File: config.mk
export PLATFORM = sky130hd
export DESIGN_NAME = beg_mult
export DESIGN_NICKNAME = d
export VERILOG_FILES = /design/src/hw/rtl/beg_pkg.sv /design/src/hw/rtl/beg_mult.sv
export SDC_FILE = /design/constraint.sdc
export NUM_CORES = 2
export LEC_CHECK = 0
export ABC_AREA = 1
export BUFFER_PORTS_ARGS = -buffer_cell sky130_fd_sc_hd__clkbuf_2
export CAP_MARGIN = 5
export CELL_PAD_IN_SITES_DETAIL_PLACEMENT = 1
export CELL_PAD_IN_SITES_GLOBAL_PLACEMENT = 1
export CORE_MARGIN = 4
export CORE_UTILIZATION = 31
export DETAILED_ROUTE_END_ITERATION = 7
export GPL_ROUTABILITY_DRIVEN = 0
export PLACE_DENSITY = 0.65
export SYNTH_ARGS = -nofsm -noshare
export SYNTH_HDL_FRONTEND = slang
export SYNTH_SLANG_ARGS = --single-unit
File: constraint.sdc
create_clock -name i_clk -period 8 [get_ports i_clk]
set_clock_uncertainty 0.1 [all_clocks]
set_input_delay 0.8 -clock i_clk [delete_from_list [all_inputs] [get_ports i_clk]]
set_output_delay 0.8 -clock i_clk [all_outputs]
set_load 0.01 [all_outputs]
File: src/hw/rtl/beg_pkg.sv
// Shared types, constants and elaboration-time tables for the envelope gain block.
// No dependencies; every module of the block imports it.
package beg_pkg;

    localparam int CFG_TOTAL = 0;
    localparam int CFG_MODE  = 1;
    localparam int CFG_COUNT = 2;

    localparam logic [31:0] TINY_Q30 = 32'd1074;
    localparam logic [31:0] ONE_Q30  = 32'h4000_0000;
    localparam logic [41:0] HALF_Q16 = 42'd32768;

    typedef struct packed {
        logic [16:0] ptime;
        logic [15:0] level;
    } t_point;

    typedef logic [31:0] t_fac_arr [16];

    typedef enum logic [4:0] {
        S_IDLE, S_SEGCHK, S_T0, S_T1, S_LEN, S_L0, S_L1,
        S_LIN_M, S_LIN_D,
        S_LG_NORM, S_LG_SQ, S_LG_SQW,
        S_EX_M, S_EX_MW, S_EX_D, S_EX_STEP, S_EX_W, S_EX_Y, S_EX_G,
        S_FIN, S_ADV, S_SMUL, S_OUT
    } t_state;

    function automatic logic [63:0] isqrt64(input logic [63:0] v);
        logic [63:0] n;
        logic [63:0] res;
        logic [63:0] b;
        n = v;
        res = 64'd0;
        b = 64'd1 << 62;
        while (b > n) b = b >> 2;
        while (b != 64'd0) begin
            if (n >= res + b) begin
                n = n - (res + b);
                res = (res >> 1) + b;
            end else begin
                res = res >> 1;
            end
            b = b >> 2;
        end
        return res;
    endfunction

    // factor j is 2^(2^-(j+1)) in Q2.30, each one a floor root of the last
    function automatic t_fac_arr exp_factors();
        t_fac_arr f;
        logic [63:0] t;
        t = isqrt64(64'd1 << 61);
        for (int j = 0; j < 16; j++) begin
            f[j] = t[31:0];
            t = isqrt64(t << 30);
        end
        return f;
    endfunction

endpackage

File: src/hw/rtl/beg_mult.sv
// Shared signed multiplier with a registered product and a load enable.
// Depends on beg_pkg.
module beg_mult
    import beg_pkg::*;
(
    input  logic                i_clk,
    input  logic                i_en,
    input  logic signed [32:0]  i_a,
    input  logic signed [32:0]  i_b,
    output logic signed [65:0]  o_p
);
    logic signed [65:0] r_p;

    always_ff @(posedge i_clk) begin
        if (i_en) begin
            r_p <= i_a * i_b;
        end
    end

    assign o_p = r_p;
endmodule

Word level (Yosys, flattened, before mapping)
Cells that the tools add are included.
{"block": "word_totals", "word_cells": 2, "latch_bits": 0, "ff_bits": 66, "rom_bits": 0, "ram_bits": 0, "n_memories": 0, "in_bits": 68}
{"block": "op_classes", "shifts": 0, "add_sub_neg": 0, "mul": 1, "reduce_logical": 0, "n_bitwise": 0, "order_cmp": 0, "muxes": 0, "eq_ne": 0, "div_mod_pow": 0}
{"cell": "$mul A33 B33 Y66", "count": 1}

Depth between registers and ports, before layout
{"block": "logic_depth", "word_depth": 1, "ltp_mapped": 34, "ltp_nobuf": 32}

Worst setup path before layout
No wires, ideal clock.
{"block": "synth_timing", "kind": "input port to flip-flop", "startpoint": "input port i_a[32]", "endpoint": "register r_p[60] (netlist: o_p[60]), data pin", "path_buffers": 2, "required_time_ns": 7.647, "cell_stages": 23, "path_slack_ns": 0.204, "arrival_time_ns": 7.443, "path_cell_list": "clkbuf_1 clkbuf_1 nand2_1 inv_1 fa_1 fa_1 fa_1 fa_1 inv_1 fa_1 fa_1 fa_1 fa_1 inv_1 ha_1 nand2_1 nor2_1 inv_1 nor3_1 nand2_1 and2_0 nand4_1 nand2_1"}
{"block": "synth_via", "elab_chain_len": 1}
{"element": "from (decl)", "line_no": "beg_mult.sv:8", "source": "input logic signed [32:0] i_a,"}
{"element": "$mul A33 B33 Y66", "line_no": "beg_mult.sv:16", "source": "r_p <= i_a * i_b;"}
{"element": "to (signal assigned)", "line_no": "beg_mult.sv:16"}
{"element": "to (decl)", "line_no": "beg_mult.sv:12", "source": "logic signed [65:0] r_p;"}
No other way between the ends.
A chain may end at the register's enable or synchronous reset.

Worst setup path after layout
{"block": "layout_timing", "startpoint": "input port i_b[0]", "endpoint": "register r_p[40] (netlist: o_p[40]), data pin"}
{"block": "layout_via", "elab_chain_len": 1}
{"element": "from (decl)", "line_no": "beg_mult.sv:9", "source": "input logic signed [32:0] i_b,"}
{"element": "$mul A33 B33 Y66", "line_no": "beg_mult.sv:16"}
No other way between the ends.

==> impl_metrics.toml <==
[outcome]
status = "complete, no violations"

[worst_setup_path]
crit_fanout = 9
startpoint_type = "input pin"
slowest_stage = "fa_1"
critPathCaptureType = "flop"
max_stage_delay_ns = 0.54
crit_arrival_ns = 7.73
crit_required_ns = 7.99
critPathKind = "input pin to flop"
cp-startpoint = "i_b[0]"

[cells_and_area]
final_nets = 7147
multi_input_area_sq_mm = 0.0338
seq_area_sq_mm = 0.00198
final_cell_mix = "inv_1, nand2_1, fa_1"
largest_reg_flops = 66
final_cells = 7600
fillers = 17100
layout_commonest_cell = "inv_1"
syn2layout_area_growth_pct = 12.1
post_route_cells_drive_above_1_share_pct = 8.79

[detailed_routing]
top_layer = "met4"
route.antenna.remaining_nets = 0
drc = 0
drt_iter0_markers = 1543
met2WireLength_um = 72400
first_pass_iters = 5
met1_length_um = 59900
wl_met3_um = 4680
via_count = 34000
wl_per_cell_um = 18.8
wl_um = 143000
vias_per_cell = 4.47

[global_route]
grt_pass1_vias = 39700
globalRoute.totalOverflow = 0
grt_pass1_wl_um = 227000
antenna_found_initial = 5
grt_usage_pct = 20.0
grt_max_degree = 67

[timing]
relSlewSlack_pct = 25.0
fin_hold_ws_ns = 1.13
setup_violations = 0
finalWorstSetupSlack_ns = 0.254
final_hold_viol_count = 0
final.min_clock_period_ns = 7.75
tightest_slew_ns = 1.12
fmax_mhz = 129
slew_viol_final = 0
rsz0062_at_grt = "false"
min_period_over_period_pct = 96.8

[clocking]
cts.clk_slew.worst_paths_ns = 0.06
clock_path_buffers = 2
cts_tree = "built"
cts_buffers = 9
cts_sinks = 66
htreeDepth = 3
cts_root_buffer = "clkbuf_16"

[placed_design]
dp_cells = 7582
pre_cts_slack_ns = -0.121
port_buffers = 133
dp_hpwl_um = 128000

[floorplan]
die-area_sq_mm = 0.147
initial_utilization_pct = 31.3
core_sq_mm = 0.140
ios = 134
die_width_um = 384
rows = 137
die_h_um = 384

[synth]
synthFlopType = "edfxtp_1"
synth_edf_count = 66
synth_area_sq_mm = 0.0438
ys_seq_area_share_pct = 4.52
syn_inst = 5543
synth_async_sr_flop_share_pct = 0
synth.avg_cell_area_sq_um = 7.91
synth_fp_nets = 6973
yosys_warnings = 0
ys_types = 35
ys_seq_elements = 66

[min_path]
hp-start = "i_en"
hp-class = "input pin to flop"

[job]
max-cap-violations = 0
## critical path, delay by kind of cell
family          cells  cell delay, ns
fa+ha+maj           9            4.52
buf+inv            10            0.90
compound gates      2            0.56
simple gates        8            0.92
## cell usage after synthesis, types with 4 or more instances
master    instances  share of area [%]
inv_1          1894                 16
nand2_1        1517                 13
fa_1           1145                 52
clkbuf_1        262                2.2
ha_1            217                6.2
nor2_1          131                1.1
nand3_1          70               0.80
edfxtp_1         66                4.5
a21oi_1          61               0.70
xor2_1           37               0.74
nor2_2           20               0.29
nand4_1          19               0.27
o21ai_0          19               0.22
nand2_2          17               0.24
o21bai_1         14               0.24
nand3_2           8               0.18
nor3_1            7              0.080
or2_2             5              0.071
a21oi_2           4              0.080
nor4_1            4              0.057
xnor2_1           4              0.080
## path summary, 6_finish.rpt
kind | cells after the start | to
worst max-delay path | 29 | o_p[40]$_DFFE_PP_
worst min-delay path | 2 | o_p[15]$_DFFE_PP_
## metrics by stage
step	cell area (sq um)	TNS, ns	utilization, %
floorplan	43800	0	-
global placement	48800	-0.416	34.8
detailed placement	48800	-0.496	34.8
CTS	49100	0	35.1
global route	49100	0	35.1
finish	49100	0	35.1
## layout make-up
class | count | share of cell area [%]
clock buffers | 10 | 0.466
clock inverters | 6 | 0.280
multi-input cells | 3319 | 68.7
repair buffers | 426 | 7.26
flip-flops and latches | 66 | 4.03
diodes | 2 | 0.0102
inverters | 1895 | 14.5
well taps | 1876 | 4.78
## kinds of logic after synthesis
| kind of cell | Yosys count | synth area share, % |
|---|---|---|
| buffers and inverters | 2158 | 18.5 |
| AND/OR/NAND/NOR | 1810 | 16.3 |
| adder cells (fa/ha/maj) | 1362 | 58.5 |
| AO/OA/AOI/OAI | 106 | 1.36 |
| flip-flops | 66 | 4.52 |
| XOR/XNOR | 41 | 0.819 |
## layer usage
| metal | global-route usage, % | vias up |
|---|---|---|
| met4 | 6.60 | 0 |
| li1 | - | 15400 |
| met3 | 1.87 | 221 |
| met5 | 0 | - |
| met2 | 36.3 | 576 |
| met1 | 24.9 | 17800 |
## repair_timing
item	CTS	global route
hold buffers	0	0
buffers inserted	0	0
resized for setup	0	3
setup endpoints to repair	0	3
Power is left out: the tool's default activity adds up to more than one toggle a clock period on the data nets, which glitch-free logic cannot reach.
