==> config.mk <==
export PLATFORM = sky130hd
export DESIGN_NAME = beg_div
export DESIGN_NICKNAME = d
export VERILOG_FILES = /design/src/hw/rtl/beg_pkg.sv /design/src/hw/rtl/beg_div.sv
export SDC_FILE = /design/constraint.sdc
export NUM_CORES = 1
export LEC_CHECK = 0
export BUFFER_PORTS_ARGS = -buffer_cell sky130_fd_sc_hd__buf_4
export CAP_MARGIN = 5
export CORE_MARGIN = 3
export CORE_UTILIZATION = 35
export DETAILED_ROUTE_END_ITERATION = 10
export GPL_TIMING_DRIVEN = 0
export MAX_ROUTING_LAYER = met4
export SYNTH_ARGS = -nofsm -noshare
export SYNTH_HDL_FRONTEND = slang
export SYNTH_SLANG_ARGS = --single-unit
==> constraint.sdc <==
create_clock -name i_clk -period 2.6 [get_ports i_clk]
set_input_delay 0.26 -clock i_clk [delete_from_list [all_inputs] [get_ports i_clk]]
set_output_delay 0.26 -clock i_clk [all_outputs]
set_load 0.02 [all_outputs]
==> src/hw/rtl/beg_pkg.sv <==
// Shared types, constants and elaboration-time tables for the envelope gain block.
// No dependencies; every module of the block imports it.
package beg_pkg;

    localparam int CFG_TOTAL = 0;
    localparam int CFG_MODE  = 1;
    localparam int CFG_COUNT = 2;

    localparam logic [31:0] TINY_Q30 = 32'd1074;
    localparam logic [31:0] ONE_Q30  = 32'h4000_0000;
    localparam logic [41:0] HALF_Q16 = 42'd32768;

    typedef struct packed {
        logic [16:0] ptime;
        logic [15:0] level;
    } t_point;

    typedef logic [31:0] t_fac_arr [16];

    typedef enum logic [4:0] {
        S_IDLE, S_SEGCHK, S_T0, S_T1, S_LEN, S_L0, S_L1,
        S_LIN_M, S_LIN_D,
        S_LG_NORM, S_LG_SQ, S_LG_SQW,
        S_EX_M, S_EX_MW, S_EX_D, S_EX_STEP, S_EX_W, S_EX_Y, S_EX_G,
        S_FIN, S_ADV, S_SMUL, S_OUT
    } t_state;

    function automatic logic [63:0] isqrt64(input logic [63:0] v);
        logic [63:0] n;
        logic [63:0] res;
        logic [63:0] b;
        n = v;
        res = 64'd0;
        b = 64'd1 << 62;
        while (b > n) b = b >> 2;
        while (b != 64'd0) begin
            if (n >= res + b) begin
                n = n - (res + b);
                res = (res >> 1) + b;
            end else begin
                res = res >> 1;
            end
            b = b >> 2;
        end
        return res;
    endfunction

    // factor j is 2^(2^-(j+1)) in Q2.30, each one a floor root of the last
    function automatic t_fac_arr exp_factors();
        t_fac_arr f;
        logic [63:0] t;
        t = isqrt64(64'd1 << 61);
        for (int j = 0; j < 16; j++) begin
            f[j] = t[31:0];
            t = isqrt64(t << 30);
        end
        return f;
    endfunction

endpackage

==> src/hw/rtl/beg_div.sv <==
// Restoring unsigned divider, one quotient bit per cycle.
// Depends on beg_pkg.
module beg_div
    import beg_pkg::*;
#(
    parameter int W  = 46,
    parameter int DW = 24
) (
    input  logic          i_clk,
    input  logic          i_rst_n,
    input  logic          i_start,
    input  logic [W-1:0]  i_dividend,
    input  logic [DW-1:0] i_divisor,
    output logic          o_busy,
    output logic          o_done,
    output logic [W-1:0]  o_quotient
);
    localparam int CW = $clog2(W + 1);

    logic [DW-1:0] r_rem;
    logic [W-1:0]  r_dvd;
    logic [DW-1:0] r_den;
    logic [CW-1:0] r_cnt;
    logic          r_busy;
    logic          r_done;
    logic [DW:0]   trial;
    logic          qbit;

    always_comb begin
        trial = {r_rem, r_dvd[W-1]};
        qbit  = (trial >= {1'b0, r_den});
    end

    always_ff @(posedge i_clk) begin
        if (!i_rst_n) begin
            r_busy <= 1'b0;
            r_done <= 1'b0;
            r_cnt  <= '0;
        end else begin
            r_done <= 1'b0;
            if (i_start) begin
                r_busy <= 1'b1;
                r_cnt  <= '0;
            end else if (r_busy) begin
                r_cnt <= r_cnt + 1'b1;
                if (r_cnt == CW'(W - 1)) begin
                    r_busy <= 1'b0;
                    r_done <= 1'b1;
                end
            end
        end
    end

    always_ff @(posedge i_clk) begin
        if (i_start) begin
            r_rem <= '0;
            r_dvd <= i_dividend;
            r_den <= i_divisor;
        end else if (r_busy) begin
            r_rem <= qbit ? DW'(trial - {1'b0, r_den}) : trial[DW-1:0];
            r_dvd <= {r_dvd[W-2:0], qbit};
        end
    end

    assign o_busy     = r_busy;
    assign o_done     = r_done;
    assign o_quotient = r_dvd;
endmodule

## Word level (Yosys, flattened, before mapping)

Index checks and enable logic that the tools add are counted.
W data, S select, Z words.

- $add $sub $neg: 2
- $mul: 0
- Div/mod/pow operators: 0
- Order comparisons: 1
- Equal/unequal tests: 1
- Shift operators: 0
- Multiplexer cells: 7
- Bitwise gates (word level): 2
- Reductions and logical operators: 3

Operator list:

| kind | number |
|---|---|
| $mux W46 | 2 |
| $ge A25 B24 Y1 | 1 |
| $mux W24 | 1 |
| $sub A24 B24 Y24 | 1 |
| $add A6 B1 Y6 const B | 1 |
| $eq A6 B6 Y1 const B | 1 |
| $mux W1 | 4 |
| $reduce_or A3 Y1 | 1 |
| $not A1 Y1 | 2 |
| $reduce_bool A2 Y1 | 1 |
| $reduce_or A2 Y1 | 1 |

- Register bits after elaboration: 102
- Bits in latches: 0
- RAM bits: 0
- ROM bits: 0
- Input port bits: 73
- Output and inout bits: 48
- Word-level logic and storage cells: 22
- Memories kept: 0

## Depth between registers and ports, before layout

- Word-level depth: 4
- Gate-level depth with buffers: 12

## Worst setup path after synthesis

Ideal clock, no wire load.

- Path type: register to register
- Start point: register r_dvd[45], in the netlist o_quotient[45]
- End point: register r_rem[20]
- Arrival: 2,393 ps
- Setup slack: 116 ps
- Cell stages (with the launch flop): 12
- Clock period less this slack: 2,484 ps
- Cells stage by stage: edfxtp_1 > inv_1 > ha_1 > fa_1 > nor2b_1 > o31a_1 > o21ai_0 > a21oi_1 > o41ai_1 > xnor2_1 > o21ai_0 > a311oi_1

- Word-level cells in the longest chain between the ends: 2
- Elaborated cells between the ends (all ways): 3

RTL lines:

| element | line | RTL |
|---|---|---|
| start, declared | beg_div.sv:21 | `logic [W-1:0] r_dvd;` |
| start signal, assigned | beg_div.sv:57 | `r_dvd <= i_dividend;` |
| start signal, assigned | beg_div.sv:61 | `r_dvd <= {r_dvd[W-2:0], qbit};` |
| $sub A24 B24 Y24 or $ge A25 B24 Y1 (tied branches) | beg_div.sv:60, beg_div.sv:31 |  |
| $mux W24 * | beg_div.sv:60 | `r_rem <= qbit ? DW'(trial - {1'b0, r_den}) : trial[DW-1:0];` |
| end signal, assigned | beg_div.sv:60 |  |
| end, declared | beg_div.sv:20 | `logic [DW-1:0] r_rem;` |

Mark *: on every way between the ends. The rest lies on a longest branch, timed or not.
A chain may end at the register's enable or synchronous reset.

## Final worst setup path

- Start point: register r_den[0]
- End point: register r_rem[20]

- Word-level cells in the longest chain between the ends: 2
- Elaborated cells between the ends (all ways): 3

RTL lines:

| element | line | RTL |
|---|---|---|
| start, declared | beg_div.sv:22 | `logic [DW-1:0] r_den;` |
| start signal, assigned | beg_div.sv:58 | `r_den <= i_divisor;` |
| $sub A24 B24 Y24 or $ge A25 B24 Y1 (tied branches) | beg_div.sv:60, beg_div.sv:31 |  |
| $mux W24 * | beg_div.sv:60 |  |

Marks and branches as above.

==> metrics.txt <==
site row count=45; vias=4448; synth top area cells=edfxtp_1 (38%), dfxtp_1 (12%), mux2_2 (9.6%), ha_1 (5.9%), a311oi_1 (2.9%); CP Class=reg2reg; asr flop ratio synth=0%; Clock Skew=0.009459 ns; Fin Setup TNS=0 ns; TritonCTS buffer count=9; power per cell area=644.3 nW/um2; die area=17310 um2; Reg2Reg Depth=10; Post-synth EDFFs=70; vias in the first global route=4592; FF/Latch Area=2743 um2; Yosys cell types=57; Port Buf Inserts=120; Tightest Pin Transition=0.6350 ns; most common cell in the netlist=edfxtp_1; drt wl/cell=17.21 um; IO Pins=121; Fin. Hold Viols=0; CTS tree=yes; top cells by count, synth=edfxtp_1 (70), mux2_2 (47), nor2_1 (40); final WL=14.82 mm; RR Startpoint=r_den[0]$_DFFE_PP_; number of remaining DRC errors=0; Fmax=0.3913 GHz; drt first pass iters=4; Sink Count=102; warnings from Yosys=0; initial core utilization=36.03%; sequential share of the synthesized area=49.71%; flops & latches, synth=102; Worst Hold Depth=1; Placer Congestion=0.8935; via/cell ratio=5.166; CTS Hold Bufs=0; Crit. End Element=flip-flop; Post-DP HPWL=10.40 mm; first-pass GRT wire length=23.58 mm; worst rel slew slack=57.22%; Critical Path Start Type=flip-flop; Util after Layout=48.89%; LEAKAGE=3.029 nW; leading area contributor after synthesis=edfxtp_1; Slew Limit Fails=0; Tcrit/Tclk final=98.28%; Die W=131.6 um; Max FO, Critical Path=4; Synth Cell Area=5518 um2; H-tree levels=3; Reg clk slew, reported paths=0.08 ns; Final setup viols=0; HP Start=i_divisor[10]; area of the multi-input gates=2823 um2; total congestion overflow=0; CP Data Arrival Time=2.82 ns; critical path required time=2.86 ns; Min-Delay Path Class=in2reg; max_cap viols=0; Antenna Diode Count=0; Routed Antenna Nets=0; hold_ws=0.07764 ns; Area growth syn-to-layout=35.69%; synthesized net count=595; area of the core=15310 um2; Min Clock Period, post-route=2.555 ns; Main synth FF type=edfxtp_1; Synth top area share=38.10%; Worst VDD drop=354.6 uV; syn avg cell area=11.15 um2; post-synthesis cell count=495; unrepaired setup endpoints after global routing=true; pin count of the biggest net entering global routing=36; Fillers=1427; pre-CTS WS=-0.2920 ns; share of post-route cells with drive strength above 1=41.23%; DRT iter0 DRCs=262; CTS max path bufs=2; root buf cell=clkbuf_16; NumNets Final=745; Final WS setup=0.04459 ns; initial antenna violation count=0; GR Util All Layers=17.29%; Clk Latency, worst-skew pair=0.35 ns; outcome=completed; crit path from=r_den[0]$_DFFE_PP_; Die Ht=131.6 um
cells in the final DEF (no fill, tap or decap), drive strengths merged, types with 2 or more instances in the layout:
cell type / instances
o21ai: 30
o41ai: 2
clkinv: 2
a41oi: 2
nor2b: 5
a211o: 2
o21a: 5
and3: 2
o211ai: 2
a211oi: 5
nor3: 10
xor2: 8
o21bai: 4
inv: 36
a31oi: 3
buf: 147
a2111o: 2
nor2: 41
nand4: 7
nand2: 20
mux2: 47
a311oi: 19
edfxtp: 70
xnor2: 14
bufinv: 2
ha: 26
a21oi: 22
clkbuf: 25
dfxtp: 32
and2: 5
nand3: 25
o31ai: 2
or3: 3
a21o: 9
sequential cells by signal, summed over array words and instances, names as in the netlist:
name and count:
o_quotient 46, r_den 24, r_rem 24, r_cnt 6
o_busy 1, o_done 1
report_power, final:
group | total, mW | leakage (nW) | switching [mW] | internal, mW
clock network | 1.52 | 0.163 | 0.657 | 0.867
logic | 1.30 | 1.91 | 0.693 | 0.604
registers | 2.00 | 0.960 | 0.0968 | 1.91
total | 4.82 | 3.03 | 1.45 | 3.38
final cells by class:
class                   instances  share of cell area, %
clock buffers                  10                  3.058
clock inverters                 6                  1.370
inverters                      34                  1.721
repair buffers                140                  14.30
flip-flops and latches        102                  36.63
plain buffers                  22                  1.688
well taps                     211                  3.526
multi-input cells             336                  37.70
metrics by stage:
stage	power, mW	instances	cell area (um2)
after floorplan	2.755	495	5518
after global placement	3.131	826	6683
after detailed placement	3.155	827	6703
after CTS	4.743	850	7183
after global routing	5.057	861	7487
final	4.824	861	7487
routing by layer:
metal / vias to the layer above / GRT usage, % / part of all wire, %
li1: 2155 / - / -
met1: 2143 / 21.42 / 43
met5: - / - / 0
met3: 18 / 4.824 / 6.7
met4: 0 / 4.959 / 1.3
met2: 132 / 27.79 / 49
worst paths after layout:
check / endpoint / slack, ns
worst max-delay path: r_rem[20]$_SDFFE_PP0P_ / 0.04
worst min-delay path: r_den[10]$_DFFE_PP_ / 0.08
worst min register to register: r_cnt[5]$_SDFFE_PP0P_ / 0.50
worst max register to register: r_rem[20]$_SDFFE_PP0P_ / 0.04
critical path, stage by stage (launching register included):
cell and delay, ns:
edfxtp_1 0.44, ha_4 0.21, fa_2 0.42, nor2b_4 0.13
o31a_1 0.25, o21ai_2 0.12, a21oi_2 0.24, o41ai_2 0.10
xnor2_1 0.18, o21ai_1 0.11, a311oi_1 0.27
cells by family after synthesis:
logic type | share of synthesized area (%)
muxes | 9.773
buffers and inverters | 4.648
adders and majority gates | 6.258
AOI/OAI and AO/OA | 15.33
and+or+nand+nor | 10.79
xor gates and xnor gates | 3.492
DFF | 49.71
what timing repair did:
action                                 CTS  global route
cloned                                   2             0
pin swaps                               12            34
setup buffers                            6            11
endpoints found under the hold margin    0             0
setup endpoints to repair               22            25
resized for setup                       25            47
No activity file was read; power rests on OpenSTA's default activity.
